`config.mk`:
```
export PLATFORM = sky130hd
export DESIGN_NAME = modem_reply_line_classifier
export DESIGN_NICKNAME = d
export VERILOG_FILES = /design/src/mrlc_pkg.sv /design/src/mrlc_match.sv /design/src/mrlc_out_reg.sv /design/src/modem_reply_line_classifier.sv
export SDC_FILE = /design/constraint.sdc
export NUM_CORES = 1
export LEC_CHECK = 0
export ABC_AREA = 1
export BUFFER_PORTS_ARGS = -buffer_cell sky130_fd_sc_hd__buf_2
export CAP_MARGIN = 25
export CORE_ASPECT_RATIO = 1.2
export CORE_MARGIN = 3
export CORE_UTILIZATION = 35
export CTS_CLUSTER_DIAMETER = 200
export DETAILED_ROUTE_END_ITERATION = 8
export PLACE_DENSITY = 0.63
export SYNTH_ARGS = -nofsm -noshare
export SYNTH_HDL_FRONTEND = slang
export SYNTH_HIERARCHICAL = 1
export SYNTH_SLANG_ARGS = --single-unit
```
`constraint.sdc`:
```
create_clock -name clk -period 6.7 [get_ports clk]
set_clock_uncertainty 0.15 [all_clocks]
set_input_delay 0.67 -clock clk [delete_from_list [all_inputs] [get_ports clk]]
set_output_delay 0.67 -clock clk [all_outputs]
set_load 0.005 [all_outputs]
```
`src/mrlc_pkg.sv`:
```
// Shared types, constants and keyword tables for the modem reply line classifier.
`default_nettype none
package mrlc_pkg;

  localparam int unsigned LINE_CAPACITY = 128;
  localparam int unsigned CNT_W = $clog2(LINE_CAPACITY);
  localparam int unsigned LEN_W = 7;

  localparam logic [CNT_W-1:0] CNT_LAST = CNT_W'(LINE_CAPACITY - 1);

  localparam logic [7:0] CH_LF   = 8'h0A;
  localparam logic [7:0] CH_NUL  = 8'h00;
  localparam logic [7:0] CH_O    = 8'h4F;
  localparam logic [7:0] CH_K    = 8'h4B;
  localparam logic [7:0] CH_E    = 8'h45;
  localparam logic [7:0] CH_R    = 8'h52;
  localparam logic [7:0] CH_F    = 8'h46;
  localparam logic [7:0] CH_A    = 8'h41;
  localparam logic [7:0] CH_I    = 8'h49;
  localparam logic [7:0] CH_L    = 8'h4C;

  localparam logic [2:0] ERR_DONE = 3'd4;
  localparam logic [1:0] FAIL_DONE = 2'd3;

  localparam logic VERDICT_OK  = 1'b0;
  localparam logic VERDICT_BAD = 1'b1;

  typedef struct packed {
    logic             valid;
    logic             verdict;
    logic [LEN_W-1:0] length;
  } mrlc_res_t;

  function automatic logic [7:0] err_char(input logic [2:0] p);
    logic [7:0] ch;
    unique case (p)
      3'd0:    ch = CH_E;
      3'd1:    ch = CH_R;
      3'd2:    ch = CH_R;
      3'd3:    ch = CH_O;
      default: ch = CH_R;
    endcase
    return ch;
  endfunction

  function automatic logic [7:0] fail_char(input logic [1:0] p);
    logic [7:0] ch;
    unique case (p)
      2'd0:    ch = CH_F;
      2'd1:    ch = CH_A;
      2'd2:    ch = CH_I;
      default: ch = CH_L;
    endcase
    return ch;
  endfunction

endpackage
`default_nettype wire

```
`src/mrlc_match.sv`:
```
// Line state and keyword matchers; produces at most one result per accepted byte.
`default_nettype none
module mrlc_match
  import mrlc_pkg::*;
(
  input  wire logic       clk,
  input  wire logic       rst_n,
  input  wire logic       accept,
  input  wire logic [7:0] rx_byte,
  output mrlc_res_t       res
);

  logic [CNT_W-1:0] line_count_r, line_count_nxt;
  logic             ok_progress_r, ok_progress_nxt;
  logic [2:0]       error_progress_r, error_progress_nxt;
  logic [1:0]       fail_progress_r, fail_progress_nxt;
  logic             ok_found_r, ok_found_nxt;
  logic             bad_found_r, bad_found_nxt;
  logic             zero_seen_r, zero_seen_nxt;

  logic             do_match;
  logic [CNT_W-1:0] cnt_inc;
  logic [2:0]       ep;
  logic             ok_hit, err_hit, fail_hit;
  logic             okf, badf;
  logic [2:0]       ep_adv;
  logic [1:0]       fp_adv;

  always_comb begin
    cnt_inc  = line_count_r + CNT_W'(1);
    do_match = (rx_byte != CH_NUL) && !zero_seen_r;
    ep       = (error_progress_r > ERR_DONE) ? 3'd0 : error_progress_r;

    ok_hit   = ok_progress_r && (rx_byte == CH_K);
    err_hit  = (rx_byte == err_char(ep)) && (ep == ERR_DONE);
    fail_hit = (rx_byte == fail_char(fail_progress_r)) && (fail_progress_r == FAIL_DONE);

    if (rx_byte == err_char(ep)) begin
      ep_adv = (ep == ERR_DONE) ? 3'd0 : ep + 3'd1;
    end else begin
      ep_adv = (rx_byte == CH_E) ? 3'd1 : 3'd0;
    end
    if (rx_byte == fail_char(fail_progress_r)) begin
      fp_adv = (fail_progress_r == FAIL_DONE) ? 2'd0 : fail_progress_r + 2'd1;
    end else begin
      fp_adv = (rx_byte == CH_F) ? 2'd1 : 2'd0;
    end

    okf  = ok_found_r || (do_match && ok_hit);
    badf = bad_found_r || (do_match && (err_hit || fail_hit));

    line_count_nxt     = line_count_r;
    ok_progress_nxt    = ok_progress_r;
    error_progress_nxt = error_progress_r;
    fail_progress_nxt  = fail_progress_r;
    ok_found_nxt       = ok_found_r;
    bad_found_nxt      = bad_found_r;
    zero_seen_nxt      = zero_seen_r;

    res.valid   = 1'b0;
    res.verdict = okf ? VERDICT_OK : VERDICT_BAD;
    res.length  = LEN_W'(cnt_inc);

    if (accept) begin
      if (line_count_r >= CNT_LAST || rx_byte == CH_LF) begin
        res.valid          = (line_count_r < CNT_LAST) && (okf || badf);
        line_count_nxt     = '0;
        ok_progress_nxt    = 1'b0;
        error_progress_nxt = 3'd0;
        fail_progress_nxt  = 2'd0;
        ok_found_nxt       = 1'b0;
        bad_found_nxt      = 1'b0;
        zero_seen_nxt      = 1'b0;
      end else begin
        line_count_nxt = cnt_inc;
        zero_seen_nxt  = zero_seen_r || (rx_byte == CH_NUL);
        ok_found_nxt   = okf;
        bad_found_nxt  = badf;
        if (do_match) begin
          ok_progress_nxt    = (rx_byte == CH_O);
          error_progress_nxt = ep_adv;
          fail_progress_nxt  = fp_adv;
        end
      end
    end
  end

  always_ff @(posedge clk) begin
    if (!rst_n) begin
      line_count_r     <= '0;
      ok_progress_r    <= 1'b0;
      error_progress_r <= 3'd0;
      fail_progress_r  <= 2'd0;
      ok_found_r       <= 1'b0;
      bad_found_r      <= 1'b0;
      zero_seen_r      <= 1'b0;
    end else begin
      line_count_r     <= line_count_nxt;
      ok_progress_r    <= ok_progress_nxt;
      error_progress_r <= error_progress_nxt;
      fail_progress_r  <= fail_progress_nxt;
      ok_found_r       <= ok_found_nxt;
      bad_found_r      <= bad_found_nxt;
      zero_seen_r      <= zero_seen_nxt;
    end
  end

endmodule
`default_nettype wire

```
`src/mrlc_out_reg.sv`:
```
// Result register that holds one verdict until the consumer takes it.
`default_nettype none
module mrlc_out_reg
  import mrlc_pkg::*;
(
  input  wire logic             clk,
  input  wire logic             rst_n,
  input  wire mrlc_res_t        res,
  output logic                  can_take,
  output logic                  out_valid,
  input  wire logic             out_ready,
  output logic                  out_verdict,
  output logic [LEN_W-1:0]      out_line_length
);

  logic             valid_r, valid_nxt;
  logic             verdict_r;
  logic [LEN_W-1:0] length_r;

  assign can_take = !valid_r || out_ready;

  always_comb begin
    valid_nxt = valid_r;
    if (res.valid) begin
      valid_nxt = 1'b1;
    end else if (out_ready) begin
      valid_nxt = 1'b0;
    end
  end

  always_ff @(posedge clk) begin
    if (!rst_n) begin
      valid_r <= 1'b0;
    end else begin
      valid_r <= valid_nxt;
    end
  end

  always_ff @(posedge clk) begin
    if (res.valid) begin
      verdict_r <= res.verdict;
      length_r  <= res.length;
    end
  end

  assign out_valid       = valid_r;
  assign out_verdict     = verdict_r;
  assign out_line_length = length_r;

endmodule
`default_nettype wire

```
`src/modem_reply_line_classifier.sv`:
```
// Top level of the modem reply line classifier.
//
//   Channel   Direction  Ports                               Carries
//   in_       input      in_valid, in_ready, in_rx_byte      one received byte
//   out_      output     out_valid, out_ready, out_verdict,  one line verdict
//                        out_line_length
//
// One byte is taken every cycle while in_ready is high; the matchers update in the cycle of acceptance.
// A verdict appears in the result register in the cycle after its newline is taken.
// The input stalls only while a verdict waits in the result register unread.
// Synchronous active-low reset clears the line state and the result register's valid flag.
`default_nettype none
module modem_reply_line_classifier
  import mrlc_pkg::*;
(
  input  wire logic             clk,
  input  wire logic             rst_n,
  input  wire logic             in_valid,
  output logic                  in_ready,
  input  wire logic [7:0]       in_rx_byte,
  output logic                  out_valid,
  input  wire logic             out_ready,
  output logic                  out_verdict,
  output logic [LEN_W-1:0]      out_line_length
);

  mrlc_res_t res;
  logic      accept;

  assign accept = in_valid && in_ready;

  mrlc_match u_match (
    .clk     (clk),
    .rst_n   (rst_n),
    .accept  (accept),
    .rx_byte (in_rx_byte),
    .res     (res)
  );

  mrlc_out_reg u_out (
    .clk             (clk),
    .rst_n           (rst_n),
    .res             (res),
    .can_take        (in_ready),
    .out_valid       (out_valid),
    .out_ready       (out_ready),
    .out_verdict     (out_verdict),
    .out_line_length (out_line_length)
  );

  a_stall_when_full: assert property (@(posedge clk) disable iff (!rst_n)
    (out_valid && !out_ready) |-> !in_ready)
    else $error("Input taken while a verdict waits unread.");

  a_result_from_newline: assert property (@(posedge clk) disable iff (!rst_n)
    res.valid |-> (accept && in_rx_byte == CH_LF))
    else $error("Verdict produced without an accepted newline.");

  a_length_nonzero: assert property (@(posedge clk) disable iff (!rst_n)
    res.valid |=> (out_valid && out_line_length != '0))
    else $error("Verdict registered with zero line length.");

endmodule
`default_nettype wire

```
# [Yosys cells after proc, flatten, opt, wreduce, memory -nomap -nowiden]
# Cells that the tools add are included.
[word_totals] input_bits=12 out_inout_bits=10 latch_bits=0 reg_bits=25 rom_bits=0 ram_bits=0 mem_count=0 word_cells=76
[classes] eq_ne=12 n_addsub=3 n_lt_le_gt_ge=3 n_reduce_logical=24 n_shift=0 bitwise=0 n_mux=24 div_mod_pow=0 multipliers=0
[ops] cell="$eq 8x7->1 const B" count=4
[ops] cell="$eq 8x7->1" count=2
[ops] cell="$mux 3" count=5
[ops] cell="$mux 1" count=12
[ops] cell="$pmux 4 s3" count=1
[ops] cell="$pmux 5 s2" count=1
[ops] cell="$eq 8x4->1 const B" count=1
[ops] cell="$logic_and 1x1->1" count=8
[ops] cell="$logic_not 8->1" count=1
[ops] cell="$mux 2" count=4
[ops] cell="$reduce_bool 8->1" count=1
[ops] cell="$add 7x1->7 const B" count=1
[ops] cell="$ge 7x7->1 const B" count=1
[ops] cell="$logic_or 1x1->1" count=7
[ops] cell="$lt 7x7->1 const B" count=1
[ops] cell="$mux 7" count=1
[ops] cell="$eq 2x2->1 const B" count=2
[ops] cell="$reduce_bool 2->1" count=2
[ops] cell="$add 3x1->3 const B" count=1
[ops] cell="$eq 3x2->1 const B" count=1
[ops] cell="$eq 3x3->1 const B" count=1
[ops] cell="$gt 3x3->1 const B" count=1
[ops] cell="$logic_not 3->1" count=1
[ops] cell="$add 2x1->2 const B" count=1
[ops] cell="4 further kinds" count=5

# [Logic depth before layout (Yosys ltp)]
[depth] word_depth=14 depth_mapped=18 mapped_depth_nobuf=18

# [By module]
# The synthesis kept the hierarchy.
[modules_own_cells] mod="mrlc_match" area_per_inst_um2=1183.6 cells_per_inst=178 seq_area_each_um2=320.3 n_inst=1
[modules_own_cells] mod="mrlc_out_reg" area_per_inst_um2=286.5 cells_per_inst=14 seq_area_each_um2=260.2 n_inst=1
[modules_own_cells] mod="modem_reply_line_classifier" area_per_inst_um2=7.5 cells_per_inst=2 seq_area_each_um2=0.0 n_inst=1

# [Worst setup path before layout]
# OpenSTA, ideal clock, no wires.
[synth_timing] path_type="flip-flop to flip-flop" from="register u_match.error_progress_r[2]" to="register u_out.length_r[0] (netlist: u_out/out_line_length[0]), enable pin" required_ps=6222 setup_slack_ps=4343 arrival_time_ps=1879 stages_incl_launch_ff=17 synth_period_minus_slack_ps=2357 path_buffers=0 setup_ps=328 path_cell_list="dfxtp_1 > inv_1 > nor2_1 > nor2_1 > ha_1 > ha_1 > nor2_1 > nand3_1 > nand2_1 > nand2_2 > nor2_4 > nand3_2 > nand2_1 > nand2_1 > nand3_1 > nand2_1 > inv_1"
[synth_rtl] element="start: declaration" line="mrlc_match.sv:15" source="logic [2:0] error_progress_r, error_progress_nxt;"
[synth_rtl] element="start signal: assignment" line="mrlc_match.sv:100" source="error_progress_r <= error_progress_nxt;"
[synth_rtl] element="end signal: assignment" line="mrlc_out_reg.sv:42" source="length_r <= res.length;"
[synth_rtl] element="end: declaration" line="mrlc_out_reg.sv:18" source="logic [LEN_W-1:0] length_r;"

==> results_dict.tcl <==
set metrics [dict create \
    port_buffers 21 \
    nFillCells 436 \
    cts_root_buf "clkbuf_8" \
    multi_input_area_um2 785 \
    drc 0 \
    htreeDepth 1 \
    syn-instance-count 194 \
    floorplan.initialDensity_pct 36.9 \
    fin_setup_tns_ns 0 \
    critical_path_class "flip-flop to flip-flop" \
    overflow 0 \
    worst_ir_drop_vdd_v 0.0000773 \
    grt_pass1_vias 1231 \
    vias 1246 \
    tightest_slew_ns 0.344 \
    setup_viol 0 \
    synth_common_cells "nand2_1, inv_1, nor2_1" \
    insertion_delay_ns 0.27 \
    cts_hold_buf 0 \
    seq_area_um2 581 \
    hold_ws_ns 0.318 \
    cts_tree "done" \
    synth_warnings 6 \
    num_rows 25 \
    die_h_um 77.2 \
    grt_max_degree 14 \
    slew-limit-headroom_pct 77.0 \
    drt_iter0_drc 43 \
    synth_most_common_cell "nand2_1" \
    path_clk_slew_ns 0.09 \
    drtPass1Iterations 4 \
    async_flop_share_pct 0 \
    ios 22 \
    synth.distinct_cells 28 \
    syn_area_um2 1480 \
    fmaxAchievable_ghz 0.386 \
    core_um2 4000 \
    synth_area_per_cell_um2 7.62 \
    post_cts_buffers 0 \
    die-width_um 65.3 \
    rsz0062_at_grt "false" \
    dpl.hpwl_mm 2.31 \
    ys_ff_latch 25 \
    antenna_found_initial 0 \
    drt-total-wl_mm 2.82 \
    cts_sinks 25 \
    yosysSeqAreaShare_pct 39.3 \
    syn_to_final_growth_pct 14.7 \
    synth_area_leader_cell "dfxtp_1" \
    ctsResizeCount 0 \
    cp-start-kind "flip-flop" \
    drive_gt1_share_pct 22.8 \
    cp-end-kind "flip-flop" \
    clockBufferDepth 2 \
    gp_congestion 0.820 \
    die_area_um2 5040 \
    grt_pass1_wl_mm 5.10 \
    nets 239 \
    routedWlPerCell_um 10.3 \
    p_per_area_nw_per_um2 162 \
    n_antenna_cell 0 \
    syn-num-nets 213 \
    required_ns 6.49 \
    ys.flop_type "dfxtp_1" \
    grt_util_all_layers_pct 12.7 \
    p_leak_nw 0.735 \
    fin_crit_sh_pct 38.6 \
    outcome "completed" \
    finalMaxSlewViolations 0 \
    synth-edff-count 8 \
    hold_path_class "flip-flop to flip-flop" \
    synthTopCellsByArea "dfxtp_1, edfxtp_1, nand2_1" \
    drv_cap 0 \
    viasPerCell 4.56 \
    fin_crit_ns 2.59 \
    critPathArrivalTime_ns 2.37 \
    critPathMaxFanout 9 \
    ant_nets 0 \
    cts_made_buffers 3 \
    synth_top_area_share_pct 23.0 \
    hold_viol 0 \
]
## worst paths after layout
| check | startpoint | to | slack, ns | cells past startpoint |
|---|---|---|---|---|
| setup / recovery | u_match/error_progress_r[2] | u_out/out_line_length[4] | 4.11 | 16 |
| hold / removal | u_match/ok_progress_r | u_match/ok_progress_r | 0.32 | 2 |
| setup reg to reg | u_match/error_progress_r[2] | u_out/out_line_length[4] | 4.11 | 16 |
| hold reg to reg | u_match/ok_progress_r | u_match/ok_progress_r | 0.32 | 2 |
## cell families after synthesis
group	Yosys count	share of synthesized area, %
xor gates and xnor gates	6	3.56
adders and majority gates	7	5.93
DFF	25	39.3
and+or+nand+nor	101	34.2
AOI/OAI and AO/OA	25	9.40
buffers and inverters	30	7.62
## worst max-delay path, cell delays in order, from the launching register on
cell	delay, ns
dfxtp_1	0.39
inv_1	0.07
nor2_1	0.14
nor2_1	0.08
ha_1	0.20
ha_1	0.22
nor2_1	0.10
nand3_1	0.08
nand2_1	0.08
nand2_2	0.06
nor2_4	0.11
nand3_2	0.08
nand2_1	0.06
nand2_1	0.06
nand3_1	0.08
nand2_1	0.05
inv_1	0.26
## power by group
part / total [mW] / internal, mW / switching, mW / leakage (nW)
Combinational: 0.0274 / 0.00931 / 0.0181 / 0.488
Sequential: 0.159 / 0.157 / 0.00174 / 0.224
Clock: 0.0883 / 0.0425 / 0.0458 / 0.0228
## per-stage QoR
step | util (%) | setup slack [ns] | total power [mW] | instance area [um2] | cells
6_report | 42.3 | 4.11 | 0.275 | 1700 | 273
5_1_grt | 42.3 | 3.89 | 0.288 | 1700 | 273
4_1_cts | 42.3 | 4.11 | 0.278 | 1700 | 273
3_5_place_dp | 41.2 | 4.11 | 0.190 | 1650 | 269
3_3_place_gp | 41.2 | 4.18 | 0.190 | 1650 | 269
2_1_floorplan | - | 4.34 | 0.181 | 1480 | 194
## flip-flops by register name, summed over array words and instances, names as in the netlist
signal	cells
u_match/ok_found_r	1
u_match/fail_progress_r	2
u_match/line_count_r	7
u_match/bad_found_r	1
u_match/error_progress_r	3
u_match/ok_progress_r	1
u_out/out_verdict	1
u_out/out_line_length	7
u_match/zero_seen_r	1
u_out/out_valid	1
## area by class of cell
type / count / area share (%)
multi-input combinational: 139 / 46.3
sequential: 25 / 34.2
timing repair buffer: 21 / 6.20
inverter: 30 / 6.64
clock buffer: 4 / 2.66
tap: 54 / 3.99
## layout by cell type, fill, tap and decap left out, types with 7 or more instances in the layout
cell type,count
nand2_1,45
nand2_2,8
buf_2,21
a21oi_1,8
nand3_1,10
dfxtp_1,17
nor2_1,19
edfxtp_1,8
ha_1,7
inv_1,25
## metal layers
| metal | up-vias | GRT usage [%] | routed length, um |
|---|---|---|---|
| li1 | 671 | - | - |
| met1 | 537 | 14.6 | 1260 |
| met2 | 32 | 22.5 | 1370 |
| met3 | 6 | 2.20 | 126 |
| met4 | 0 | 5.81 | 57 |
| met5 | - | 0 | 0 |
Power figures use the tool's default switching activity.
